[src/sv/pipmap_pkg.sv]
// Package for the picture-in-picture pixel source map.
// Holds widths, register indexes, reset values, overlay geometry defaults and result kind codes.
// No dependencies.
`timescale 1ns / 1ps

package pipmap_pkg;

  // Width of every configuration register and of the input coordinates.
  localparam int CFG_W   = 13;
  localparam int COORD_W = 12;
  localparam int IDX_W   = 3;
  localparam int KIND_W  = 2;

  // Overlay geometry defaults.
  localparam int BOX_SIZE_DEF     = 240;
  localparam int BOX_INSET_DEF    = 24;
  localparam int BORDER_WIDTH_DEF = 4;

  // Configuration register indexes.
  localparam logic [IDX_W-1:0] REG_FRAME_WIDTH   = 3'd0;
  localparam logic [IDX_W-1:0] REG_WINDOW_WIDTH  = 3'd1;
  localparam logic [IDX_W-1:0] REG_WINDOW_HEIGHT = 3'd2;
  localparam logic [IDX_W-1:0] REG_CROP_LEFT     = 3'd3;
  localparam logic [IDX_W-1:0] REG_CROP_TOP      = 3'd4;
  localparam logic [IDX_W-1:0] REG_CAMERA_WIDTH  = 3'd5;
  localparam logic [IDX_W-1:0] REG_CAMERA_HEIGHT = 3'd6;

  // Register reset values.
  localparam logic [CFG_W-1:0] RST_FRAME_WIDTH   = 13'd1920;
  localparam logic [CFG_W-1:0] RST_WINDOW_WIDTH  = 13'd1920;
  localparam logic [CFG_W-1:0] RST_WINDOW_HEIGHT = 13'd1080;
  localparam logic [CFG_W-1:0] RST_CROP_LEFT     = 13'd0;
  localparam logic [CFG_W-1:0] RST_CROP_TOP      = 13'd0;
  localparam logic [CFG_W-1:0] RST_CAMERA_WIDTH  = 13'd0;
  localparam logic [CFG_W-1:0] RST_CAMERA_HEIGHT = 13'd480;

  // Source kind codes.
  localparam logic [KIND_W-1:0] KIND_WINDOW = 2'd0;
  localparam logic [KIND_W-1:0] KIND_BORDER = 2'd1;
  localparam logic [KIND_W-1:0] KIND_CAMERA = 2'd2;

endpackage

[src/sv/pip_overlay_pixel_source_map.sv]
// Top level of the picture-in-picture pixel source map: a five-register pipeline.
// Depends on pipmap_pkg for register indexes, reset values and kind codes.
`timescale 1ns / 1ps

// The block takes one output pixel coordinate per clock cycle and returns, through
// the input register, three work stages (offsets, products, reciprocal multiply for
// the division by the box size) and the output register, where that pixel's color
// comes from: the cropped window, the overlay border, or the scaled camera picture.
// busy_o is always low, so a coordinate can be started in every cycle; the rate is
// one pixel per cycle. done_o marks each result for exactly one cycle and results
// cannot be held off, so the receiver must take every beat as it comes. The user
// must write the configuration registers through cfg_we_i, cfg_idx_i and
// cfg_wdata_i only while no pixel is in flight; the block itself does not enforce
// this.
module pip_overlay_pixel_source_map #(
  parameter int BOX_SIZE     = pipmap_pkg::BOX_SIZE_DEF,
  parameter int BOX_INSET    = pipmap_pkg::BOX_INSET_DEF,
  parameter int BORDER_WIDTH = pipmap_pkg::BORDER_WIDTH_DEF
) (
  input  logic                            clk_i,
  input  logic                            rst_ni,
  // Configuration write port
  input  logic                            cfg_we_i,
  input  logic [pipmap_pkg::IDX_W-1:0]    cfg_idx_i,
  input  logic [pipmap_pkg::CFG_W-1:0]    cfg_wdata_i,
  // Command side
  input  logic                            start_i,
  output logic                            busy_o,
  input  logic [pipmap_pkg::COORD_W-1:0]  out_x_i,
  input  logic [pipmap_pkg::COORD_W-1:0]  out_y_i,
  // Result side
  output logic                            done_o,
  output logic [pipmap_pkg::KIND_W-1:0]   source_kind_o,
  output logic [pipmap_pkg::COORD_W-1:0]  source_x_o,
  output logic [pipmap_pkg::COORD_W-1:0]  source_y_o
);

  localparam int CFG_W   = pipmap_pkg::CFG_W;
  localparam int COORD_W = pipmap_pkg::COORD_W;
  localparam int KIND_W  = pipmap_pkg::KIND_W;

  // Signed width for box-relative coordinates.
  localparam int CW = 16;

  // Box index width, product width and the reciprocal used to divide by BOX_SIZE.
  // With SHIFT = PW + BXW the truncated product is exact for every product below 2**PW.
  localparam int BXW   = $clog2(BOX_SIZE);
  localparam int PW    = BXW + CFG_W;
  localparam int SHIFT = PW + BXW;
  localparam int MW    = PW + 2;
  localparam int RW    = PW + MW;
  localparam logic [63:0] RECIP_WIDE = ((64'd1 << SHIFT) + 64'(BOX_SIZE) - 64'd1) / BOX_SIZE;
  localparam logic [MW-1:0] RECIP = RECIP_WIDE[MW-1:0];

  localparam logic signed [CW-1:0] X0_OFF   = CW'(BOX_INSET + BOX_SIZE);
  localparam logic signed [CW-1:0] INSET_S  = CW'(BOX_INSET);
  localparam logic signed [CW-1:0] SIZE_S   = CW'(BOX_SIZE);
  localparam logic signed [CW-1:0] OUTER_LO = -CW'(BORDER_WIDTH);
  localparam logic signed [CW-1:0] OUTER_HI = CW'(BOX_SIZE + BORDER_WIDTH);

  // Clamp a non-negative coordinate below a limit; a zero limit gives 0.
  // The result saturates at the largest 12-bit coordinate.
  function automatic logic [COORD_W-1:0] clamp_coord(input logic [13:0] v,
                                                     input logic [CFG_W-1:0] n);
    logic [13:0] r;
    r = v;
    if (n == '0) begin
      r = '0;
    end else if (v >= {1'b0, n}) begin
      r = {1'b0, n} - 14'd1;
    end
    if (r > 14'd4095) begin
      r = 14'd4095;
    end
    return r[COORD_W-1:0];
  endfunction

  // Configuration registers.
  logic [CFG_W-1:0] frame_width_q, window_width_q, window_height_q;
  logic [CFG_W-1:0] crop_left_q, crop_top_q, camera_width_q, camera_height_q;

  always_ff @(posedge clk_i or negedge rst_ni) begin
    if (!rst_ni) begin
      frame_width_q   <= pipmap_pkg::RST_FRAME_WIDTH;
      window_width_q  <= pipmap_pkg::RST_WINDOW_WIDTH;
      window_height_q <= pipmap_pkg::RST_WINDOW_HEIGHT;
      crop_left_q     <= pipmap_pkg::RST_CROP_LEFT;
      crop_top_q      <= pipmap_pkg::RST_CROP_TOP;
      camera_width_q  <= pipmap_pkg::RST_CAMERA_WIDTH;
      camera_height_q <= pipmap_pkg::RST_CAMERA_HEIGHT;
    end else if (cfg_we_i) begin
      case (cfg_idx_i)
        pipmap_pkg::REG_FRAME_WIDTH:   frame_width_q   <= cfg_wdata_i;
        pipmap_pkg::REG_WINDOW_WIDTH:  window_width_q  <= cfg_wdata_i;
        pipmap_pkg::REG_WINDOW_HEIGHT: window_height_q <= cfg_wdata_i;
        pipmap_pkg::REG_CROP_LEFT:     crop_left_q     <= cfg_wdata_i;
        pipmap_pkg::REG_CROP_TOP:      crop_top_q      <= cfg_wdata_i;
        pipmap_pkg::REG_CAMERA_WIDTH:  camera_width_q  <= cfg_wdata_i;
        pipmap_pkg::REG_CAMERA_HEIGHT: camera_height_q <= cfg_wdata_i;
        default: ;
      endcase
    end
  end

  // The pipeline never stalls, so a new beat is taken in every cycle.
  assign busy_o = 1'b0;

  // ---------------------------------------------------------------------------
  // Stage A: input register.
  logic               a_vld_q;
  logic [COORD_W-1:0] a_x_q, a_y_q;

  always_ff @(posedge clk_i or negedge rst_ni) begin
    if (!rst_ni) begin
      a_vld_q <= 1'b0;
    end else begin
      a_vld_q <= start_i && !busy_o;
    end
  end

  always_ff @(posedge clk_i) begin
    a_x_q <= out_x_i;
    a_y_q <= out_y_i;
  end

  // ---------------------------------------------------------------------------
  // Stage B: crop offsets, box-relative coordinates and the camera crop square.
  logic [COORD_W-1:0]   crop_x, crop_y;
  logic [CFG_W-1:0]     fw_even, fw;
  logic signed [CW-1:0] box_x0;
  logic [CFG_W-1:0]     b_sx_raw_d, b_sy_raw_d, b_sq_d;
  logic signed [CW-1:0] b_bx_d, b_by_d;
  logic [COORD_W-1:0]   b_half_d;
  logic [CFG_W-1:0]     cam_diff;

  always_comb begin
    // Negative crop offsets act as zero.
    crop_x     = crop_left_q[CFG_W-1] ? '0 : crop_left_q[COORD_W-1:0];
    crop_y     = crop_top_q[CFG_W-1] ? '0 : crop_top_q[COORD_W-1:0];
    b_sx_raw_d = CFG_W'(a_x_q) + CFG_W'(crop_x);
    b_sy_raw_d = CFG_W'(a_y_q) + CFG_W'(crop_y);

    // Frame width rounded down to even, at least 2.
    fw_even = {frame_width_q[CFG_W-1:1], 1'b0};
    fw      = (fw_even < 13'd2) ? 13'd2 : fw_even;
    box_x0  = $signed(CW'(fw)) - X0_OFF;
    b_bx_d  = $signed(CW'(a_x_q)) - box_x0;
    b_by_d  = $signed(CW'(a_y_q)) - INSET_S;

    // Centered square crop of the camera frame.
    b_sq_d   = (camera_width_q < camera_height_q) ? camera_width_q : camera_height_q;
    cam_diff = camera_width_q - b_sq_d;
    b_half_d = cam_diff[CFG_W-1:1];
  end

  logic                 b_vld_q;
  logic [CFG_W-1:0]     b_sx_raw_q, b_sy_raw_q, b_sq_q;
  logic signed [CW-1:0] b_bx_q, b_by_q;
  logic [COORD_W-1:0]   b_half_q;

  always_ff @(posedge clk_i or negedge rst_ni) begin
    if (!rst_ni) begin
      b_vld_q <= 1'b0;
    end else begin
      b_vld_q <= a_vld_q;
    end
  end

  always_ff @(posedge clk_i) begin
    b_sx_raw_q <= b_sx_raw_d;
    b_sy_raw_q <= b_sy_raw_d;
    b_bx_q     <= b_bx_d;
    b_by_q     <= b_by_d;
    b_sq_q     <= b_sq_d;
    b_half_q   <= b_half_d;
  end

  // ---------------------------------------------------------------------------
  // Stage C: region decision, window clamp and the scaling products.
  logic               in_outer, in_inner;
  logic [KIND_W-1:0]  c_kind_d;
  logic [COORD_W-1:0] c_wx_d, c_wy_d;
  logic [PW-1:0]      c_px_d, c_py_d;

  always_comb begin
    in_outer = (b_bx_q >= OUTER_LO) && (b_bx_q < OUTER_HI) &&
               (b_by_q >= OUTER_LO) && (b_by_q < OUTER_HI);
    // Inside the box means a non-negative offset below the box size on both axes.
    in_inner = !b_bx_q[CW-1] && (b_bx_q < SIZE_S) &&
               !b_by_q[CW-1] && (b_by_q < SIZE_S);

    if ((camera_width_q != '0) && in_outer) begin
      c_kind_d = in_inner ? pipmap_pkg::KIND_CAMERA : pipmap_pkg::KIND_BORDER;
    end else begin
      c_kind_d = pipmap_pkg::KIND_WINDOW;
    end

    c_wx_d = clamp_coord({1'b0, b_sx_raw_q}, window_width_q);
    c_wy_d = clamp_coord({1'b0, b_sy_raw_q}, window_height_q);

    // Box index times crop size; only used inside the box.
    c_px_d = PW'(b_bx_q[BXW-1:0]) * PW'(b_sq_q);
    c_py_d = PW'(b_by_q[BXW-1:0]) * PW'(b_sq_q);
  end

  logic               c_vld_q;
  logic [KIND_W-1:0]  c_kind_q;
  logic [COORD_W-1:0] c_wx_q, c_wy_q, c_half_q;
  logic [PW-1:0]      c_px_q, c_py_q;

  always_ff @(posedge clk_i or negedge rst_ni) begin
    if (!rst_ni) begin
      c_vld_q <= 1'b0;
    end else begin
      c_vld_q <= b_vld_q;
    end
  end

  always_ff @(posedge clk_i) begin
    c_kind_q <= c_kind_d;
    c_wx_q   <= c_wx_d;
    c_wy_q   <= c_wy_d;
    c_px_q   <= c_px_d;
    c_py_q   <= c_py_d;
    c_half_q <= b_half_q;
  end

  // ---------------------------------------------------------------------------
  // Stage D: divide the products by the box size through a reciprocal multiply.
  logic [RW-1:0]    prod_x, prod_y;
  logic [CFG_W-1:0] d_qx_d, d_qy_d;

  always_comb begin
    prod_x = RW'(c_px_q) * RW'(RECIP);
    prod_y = RW'(c_py_q) * RW'(RECIP);
    d_qx_d = prod_x[SHIFT +: CFG_W];
    d_qy_d = prod_y[SHIFT +: CFG_W];
  end

  logic               d_vld_q;
  logic [KIND_W-1:0]  d_kind_q;
  logic [COORD_W-1:0] d_wx_q, d_wy_q, d_half_q;
  logic [CFG_W-1:0]   d_qx_q, d_qy_q;

  always_ff @(posedge clk_i or negedge rst_ni) begin
    if (!rst_ni) begin
      d_vld_q <= 1'b0;
    end else begin
      d_vld_q <= c_vld_q;
    end
  end

  always_ff @(posedge clk_i) begin
    d_kind_q <= c_kind_q;
    d_wx_q   <= c_wx_q;
    d_wy_q   <= c_wy_q;
    d_half_q <= c_half_q;
    d_qx_q   <= d_qx_d;
    d_qy_q   <= d_qy_d;
  end

  // ---------------------------------------------------------------------------
  // Output stage: camera offset and clamp, then the final selection.
  logic [13:0]        cam_cx;
  logic [COORD_W-1:0] cam_x, cam_y;
  logic [COORD_W-1:0] src_x_d, src_y_d;

  always_comb begin
    cam_cx = 14'(d_half_q) + 14'(d_qx_q);
    cam_x  = clamp_coord(cam_cx, camera_width_q);
    cam_y  = clamp_coord(14'(d_qy_q), camera_height_q);

    case (d_kind_q)
      pipmap_pkg::KIND_WINDOW: begin
        src_x_d = d_wx_q;
        src_y_d = d_wy_q;
      end
      pipmap_pkg::KIND_CAMERA: begin
        src_x_d = cam_x;
        src_y_d = cam_y;
      end
      default: begin
        src_x_d = '0;
        src_y_d = '0;
      end
    endcase
  end

  logic               done_q;
  logic [KIND_W-1:0]  kind_q;
  logic [COORD_W-1:0] src_x_q, src_y_q;

  always_ff @(posedge clk_i or negedge rst_ni) begin
    if (!rst_ni) begin
      done_q <= 1'b0;
    end else begin
      done_q <= d_vld_q;
    end
  end

  always_ff @(posedge clk_i) begin
    kind_q  <= d_kind_q;
    src_x_q <= src_x_d;
    src_y_q <= src_y_d;
  end

  assign done_o        = done_q;
  assign source_kind_o = kind_q;
  assign source_x_o    = src_x_q;
  assign source_y_o    = src_y_q;

endmodule

[config.mk]
export PLATFORM = sky130hd
export DESIGN_NAME = pip_overlay_pixel_source_map
export DESIGN_NICKNAME = d
export VERILOG_FILES = /design/src/sv/pipmap_pkg.sv /design/src/sv/pip_overlay_pixel_source_map.sv
export SDC_FILE = /design/constraint.sdc
export NUM_CORES = 2
export LEC_CHECK = 0
export BUFFER_PORTS_ARGS = -buffer_cell sky130_fd_sc_hd__buf_4
export CELL_PAD_IN_SITES_DETAIL_PLACEMENT = 0
export CELL_PAD_IN_SITES_GLOBAL_PLACEMENT = 1
export CORE_ASPECT_RATIO = 0.75
export CORE_MARGIN = 8
export CORE_UTILIZATION = 50
export DETAILED_ROUTE_END_ITERATION = 6
export GPL_ROUTABILITY_DRIVEN = 0
export PLACE_DENSITY_LB_ADDON = 0.1
export REMOVE_ABC_BUFFERS = 1
export SYNTH_ARGS = -nofsm -noshare
export SYNTH_HDL_FRONTEND = slang
export SYNTH_SLANG_ARGS = --single-unit
[constraint.sdc]
create_clock -name clk_i -period 12.1 [get_ports clk_i]
set_clock_uncertainty 0.2 [all_clocks]
set_input_delay 0.605 -clock clk_i [delete_from_list [all_inputs] [get_ports clk_i]]
set_output_delay 0.605 -clock clk_i [all_outputs]
set_load 0.05 [all_outputs]
* Word level (Yosys, flattened, before mapping)
Index checks and enable logic that the tools add are counted. W data, S select, Z words.
Storage, ports and cells: bits in registers 369
Operators by class: magnitude comparators 16, reductions and logical operators 23, mux-type cells 17, multipliers 4, eq/ne operators 7, add/subtract/negate cells 11
Operators by type and width (number):
- $mux W14 | 8
- $mul A21 B22 Y42 const B | 2
- $gt A14 B12 Y1 const B | 4
- $sub A13 B1 Y14 const B | 4
- $logic_not A13 Y1 | 4
- $mux W12 | 4
- $pmux W12 S2 | 2
- $mul A8 B13 Y21 | 2
- $ge A13 B13 Y1 | 3
- $lt A15 B9 Y1 const B | 2
- $add A12 B12 Y13 | 2
- $lt A13 B9 Y1 const B | 2
- $mux W13 | 2
- $ge A15 B3 Y1 const B | 1
- $sub A13 B14 Y15 | 1
- $add A12 B13 Y14 | 1
- $ge A14 B13 Y1 | 1
- $reduce_and A2 Y1 | 7
- $sub A13 B9 Y14 const B | 1
- $ge A13 B3 Y1 const B | 1
- $lt A13 B13 Y1 | 1
- $lt A13 B2 Y1 const B | 1
- $reduce_bool A13 Y1 | 1
- $sub A12 B5 Y13 const B | 1
- other kinds (10) | 20

* Longest topological paths before layout
word-level depth 7, depth in mapped cells 23

* Least setup slack after synthesis
OpenSTA, ideal clock, no wires.
kind register -> register, start point register c_px_q[19], end point register d_qx_q[7], data required time 11.781 ns, slack 6.725 ns, path buffers 0, arrival 5.056 ns, period minus slack after synthesis 5.375 ns, cell stages (with the launch flop) 22, cells stage by stage dfxtp_1 > inv_1 > ha_1 > ha_1 > or2_2 > fa_1 > inv_1 > fa_1 > fa_1 > inv_1 > fa_1 > ha_1 > ha_1 > nand3_1 > nand4bb_1 > a211oi_1 > a211oi_2 > a21oi_2 > nand4_1 > a32oi_1 > a21oi_1 > xnor2_1
Between the ends: longest elaborated chain between the ends 1
Ends and longest elaborated chain:
- start: declaration | RTL line pip_overlay_pixel_source_map.sv:209 | logic [PW-1:0] c_px_q, c_py_q;
- start signal: assignment | RTL line pip_overlay_pixel_source_map.sv:223 | c_px_q <= c_px_d;
- $mul A21 B22 Y42 | RTL line pip_overlay_pixel_source_map.sv:234 | prod_x = RW'(c_px_q) * RW'(RECIP);
- via d_qx_d[7] | RTL line pip_overlay_pixel_source_map.sv:231 | logic [CFG_W-1:0] d_qx_d, d_qy_d;
- end signal: assignment | RTL line pip_overlay_pixel_source_map.sv:258 | d_qx_q <= d_qx_d;
- end: declaration | RTL line pip_overlay_pixel_source_map.sv:243 | logic [CFG_W-1:0] d_qx_q, d_qy_q;
The timed path passes the listed nets, and every way through them passes these cells. A chain may end at the register's enable or synchronous reset.

* Final worst setup path
start point register c_py_q[19], end point register d_qy_q[12]
Between the ends: longest elaborated chain between the ends 1
Ends and longest elaborated chain:
- start: declaration | RTL line pip_overlay_pixel_source_map.sv:209
- start signal: assignment | RTL line pip_overlay_pixel_source_map.sv:224 | c_py_q <= c_py_d;
- $mul A21 B22 Y42 | RTL line pip_overlay_pixel_source_map.sv:235 | prod_y = RW'(c_py_q) * RW'(RECIP);
- via d_qy_d[12] | RTL line pip_overlay_pixel_source_map.sv:231
- end signal: assignment | RTL line pip_overlay_pixel_source_map.sv:259 | d_qy_q <= d_qy_d;
- end: declaration | RTL line pip_overlay_pixel_source_map.sv:243
The timed path passes the listed nets, and every way through them passes these cells.

==> impl.org <==
** Outcome
- Outcome :: complete, no violations

** Placed design
- Detailed placement finished with a half-perimeter wire length of ~60 mm.
- During placement, the flow inserted port buffers numbering 70.

** Synth
- Number of flops mapped to enable cells by yosys :: 0
- Post-synth top flop :: dfxtp_1
- Average cell area after synthesis :: slightly below 10 µm²
- Post-Synthesis Cells :: between 3000 and 4000
- The largest total area in the synthesized netlist belongs to ha_1.
- The share of synthesized area in the top cell type comes to 0.2261.
- The number of different library cells used by synthesis comes to a little over 80.
- Fraction of the yosys area taken by sequential cells :: 0.2551
- By area the synthesized netlist is led by ha_1, dfxtp_1, fa_1.
- Total number of yosys warnings :: 0
- Cell area after synthesis :: 30820 µm²
- In the synthesized netlist the async set-or-reset flop fraction comes to 0.2582.
- Flip-flop and latch count after synthesis :: approximately 370

** GRT
- Antenna violations before repair :: 3
- Entering global routing, the biggest net connects 65 pins.
- For this run, the total global-route usage over all layers was measured as 0.2127.
- Global route total overflow :: 0
- Number of global-route vias before repair :: 22410
- Wire length of the first global-routing pass :: 120.4 mm

** Cells and area
- The area growth from synthesis to layout is 9.758%.
- In the final design database the tool counted just over 4000 nets.
- In the final layout, the share of cells above drive strength 1 is 0.08351.
- Fillers :: approximately 5400

** Clock tree
- The clock reaches the later pin of the worst-skew pair after around 0.56 ns.
- Clk sinks :: roughly 370
- Buffers inserted to repair hold after CTS numbered 26.
- H-Tree Level Count :: 2
- TritonCTS built the clock tree.
- Maximum number of buffers from clock root to sink :: 3
- Root buffer selected by CTS :: clkbuf_16
- Number of buffers added for setup after CTS :: 0
- CTS buffer count :: 38
- Clock slew at reported path FFs :: roughly 0.060 ns
- After clock tree synthesis, the repair step resized 0 gates.

** Drt
- For this block, the initial DRC count from the detailed router was around 1100.
- Vias after detailed routing :: 21390
- In the routed layout, each cell is associated on average with a via count of around 5.3.
- Remaining DRCs :: 0
- After detailed routing, the average wire length per cell comes to between 15 and 20 µm.
- Initial DRT Pass Iterations :: 5
- Post-Route WL :: about 73 mm
- Final antenna-violating net count :: 0

** Critical path
- Traced cell by cell, the critical path runs through inv_1 > ha_1 > inv_1 > fa_1 > inv_1 > fa_1 > fa_1 > inv_1 > fa_1 > ha_1 > ha_1 > nand4_1 > a21oi_1 > a211oi_1 > or4_1 > o21ai_2 > a41oi_2 > o21bai_1 > a21oi_1 > xnor2_1.
- Type of the worst setup path :: flip-flop to flip-flop
- For this run, the slowest stage of the critical path takes between 0.5 and 0.6 ns.
- Data on the critical path is required at its endpoint by between 10 and 15 ns.
- Maximum fanout along the worst path :: 5
- STA classifies the critical path startpoint as a flip-flop.
- STA classifies the critical path endpoint as a flip-flop.
- Crit path max-delay cell type :: fa_1
- STA puts the critical path data arrival time at ~6.0 ns.

** Floorplanning
- Floorplan die height :: 231.0 µm
- Die Width :: around 300 µm
- Std-Cell Rows :: between 70 and 80
- Core box area :: 60700 µm²
- Pin placement for this block handled between 70 and 80 I/O pins.
- Area of the die :: 69930 µm²
- For this configuration, the core starts out at a cell density of 0.5078.

** STA
- Max_slew headroom :: 0.2093
- Static timing analysis puts the maximum clock frequency at around 170 MHz.
- Of the available clock period, the critical path in the final layout requires 0.4804.
- The clock period could shrink to 5.813 ns.
- Setup repair after global routing left no endpoint under its margin.
- The max-slew violation count came to 0.
- For the pin with the worst max-slew slack, the measured transition is roughly 1.2 ns.
- The final hold violation count came to 0.
- Setup Viol. Count Final :: 0
- Setup TNS after final layout :: 0 ns

** Job
- Max-cap violations in this run came to 0.

** Hold path
- The tightest min-delay check is of the flip-flop to flip-flop type.
## layer usage
| layer | vias to the layer above | GRT usage | wire length, µm |
|---|---|---|---|
| li1 | 10570 | - | - |
| met1 | 10350 | 0.3231 | 38040 |
| met2 | 390 | 0.3223 | 30920 |
| met3 | 83 | 0.02720 | 2949 |
| met4 | 0 | 0.04275 | 1222 |
| met5 | - | 0 | 0 |
## logic make-up (layout without fill, tap and decap cells)
family	count (synthesis)	count (layout)	share of synthesized area
xor gates and xnor gates	152	152	0.04319
buffers and inverters	577	686	0.07079
and+or+nand+nor	705	705	0.1135
adders and majority gates	814	814	0.3930
DFF	368	368	0.2551
muxes	92	92	0.03235
other	1	2	0.0001217
AOI/OAI and AO/OA	427	427	0.09198
## cell usage in the layout (no fill, tap or decap), types with 16 or more instances in the layout
| master | synthesis | final |
|---|---|---|
| o21ai_0 | 102 | 102 |
| a21oi_1 | 104 | 104 |
| mux2_2 | 61 | 61 |
| nand4_1 | 23 | 23 |
| dlygate4sd3_1 | 0 | 26 |
| clkbuf_16 | 0 | 39 |
| o211ai_1 | 20 | 20 |
| nand2_1 | 225 | 225 |
| xor2_1 | 35 | 35 |
| nand3_1 | 44 | 44 |
| fa_1 | 257 | 257 |
| nor2_1 | 124 | 124 |
| dfstp_2 | 16 | 16 |
| a21o_1 | 35 | 35 |
| inv_1 | 511 | 511 |
| o21a_1 | 19 | 19 |
| mux2i_1 | 31 | 31 |
| nor3_1 | 45 | 44 |
| dfrtp_1 | 79 | 79 |
| and2_1 | 107 | 107 |
| buf_4 | 2 | 80 |
| ha_1 | 557 | 557 |
| dfxtp_1 | 273 | 273 |
| nor2b_1 | 41 | 41 |
| xnor2_1 | 117 | 117 |
| nand2b_1 | 20 | 20 |
## cell usage after synthesis, types with 19 or more instances
cell / number
nand2b_1: 20
dfxtp_1: 273
a21o_1: 35
nor2b_1: 41
mux2i_1: 31
ha_1: 557
clkbuf_1: 57
xor2_1: 35
nor2_1: 124
and2_1: 107
fa_1: 257
inv_1: 511
mux2_2: 61
xnor2_1: 117
o21ai_0: 102
nor3_1: 45
o21a_1: 19
nand4_1: 23
nand2_1: 225
nand3_1: 44
a21oi_1: 104
dfrtp_1: 79
o211ai_1: 20
## state kept, by name (all words and copies together) (netlist names), 13 cells and up
| name | count |
|---|---|
| c_px_q | 21 |
| c_py_q | 21 |
| b_bx_q | 15 |
| b_by_q | 13 |
| b_sq_q | 13 |
| b_sx_raw_q | 13 |
| b_sy_raw_q | 13 |
| camera_height_q | 13 |
| camera_width_q | 13 |
| crop_left_q | 13 |
| crop_top_q | 13 |
| d_qx_q | 13 |
| d_qy_q | 13 |
| window_height_q | 13 |
| window_width_q | 13 |
## per-stage QoR
step / std cells / hold WS (ns) / area, µm² / utilization / setup slack [ns]
finish: 4046 / 0.1071 / 33830 / 0.5573 / 6.287
global placement: 3950 / 0.1105 / 32180 / 0.5301 / 6.416
detailed placement: 3950 / 0.1121 / 32180 / 0.5301 / 6.341
CTS: 4045 / 0.1084 / 33830 / 0.5573 / 6.304
floorplan: 3070 / 0.1094 / 30560 / - / 6.725
global route: 4045 / 0.1146 / 33830 / 0.5573 / 5.886
## worst max-delay path, delay by kind of cell, from the launching register on
kind,cells,cell delay [ns]
flip-flops,1,0.43
adder cells (fa/ha/maj),7,3.00
buffers and inverters,4,0.23
AO/OA/AOI/OAI,6,1.00
XOR/XNOR,1,0.13
AND/OR/NAND/NOR,2,0.73
## layout make-up
cell class	instances	area [µm²]	area share
sequential	368	7863	0.2324
inverter	511	1918	0.05670
multi-input combinational	2191	20800	0.6148
antenna	1	2.502	0.00007397
clock inverter	24	349.1	0.01032
timing repair buffer	106	860.8	0.02544
tap	800	1001	0.02959
clock buffer	45	1039	0.03070
## worst paths after layout
path / start / endpoint / slack (ns) / cells after the start
worst max-delay path: c_py_q[19] / d_qy_q[12] / 6.29 / 20
min in group asynchronous: rst_ni / d_vld_q / 0.34 / 2
worst max register to register: c_py_q[19] / d_qy_q[12] / 6.29 / 20
worst min register to register: b_half_q[2] / c_half_q[2] / 0.11 / 0
max in group asynchronous: rst_ni / window_width_q[6] / 10.13 / 3
worst min-delay path: b_half_q[2] / c_half_q[2] / 0.11 / 0
Power is left out: the tool's default activity adds up to more than one toggle a clock period on the data nets, which glitch-free logic cannot reach.
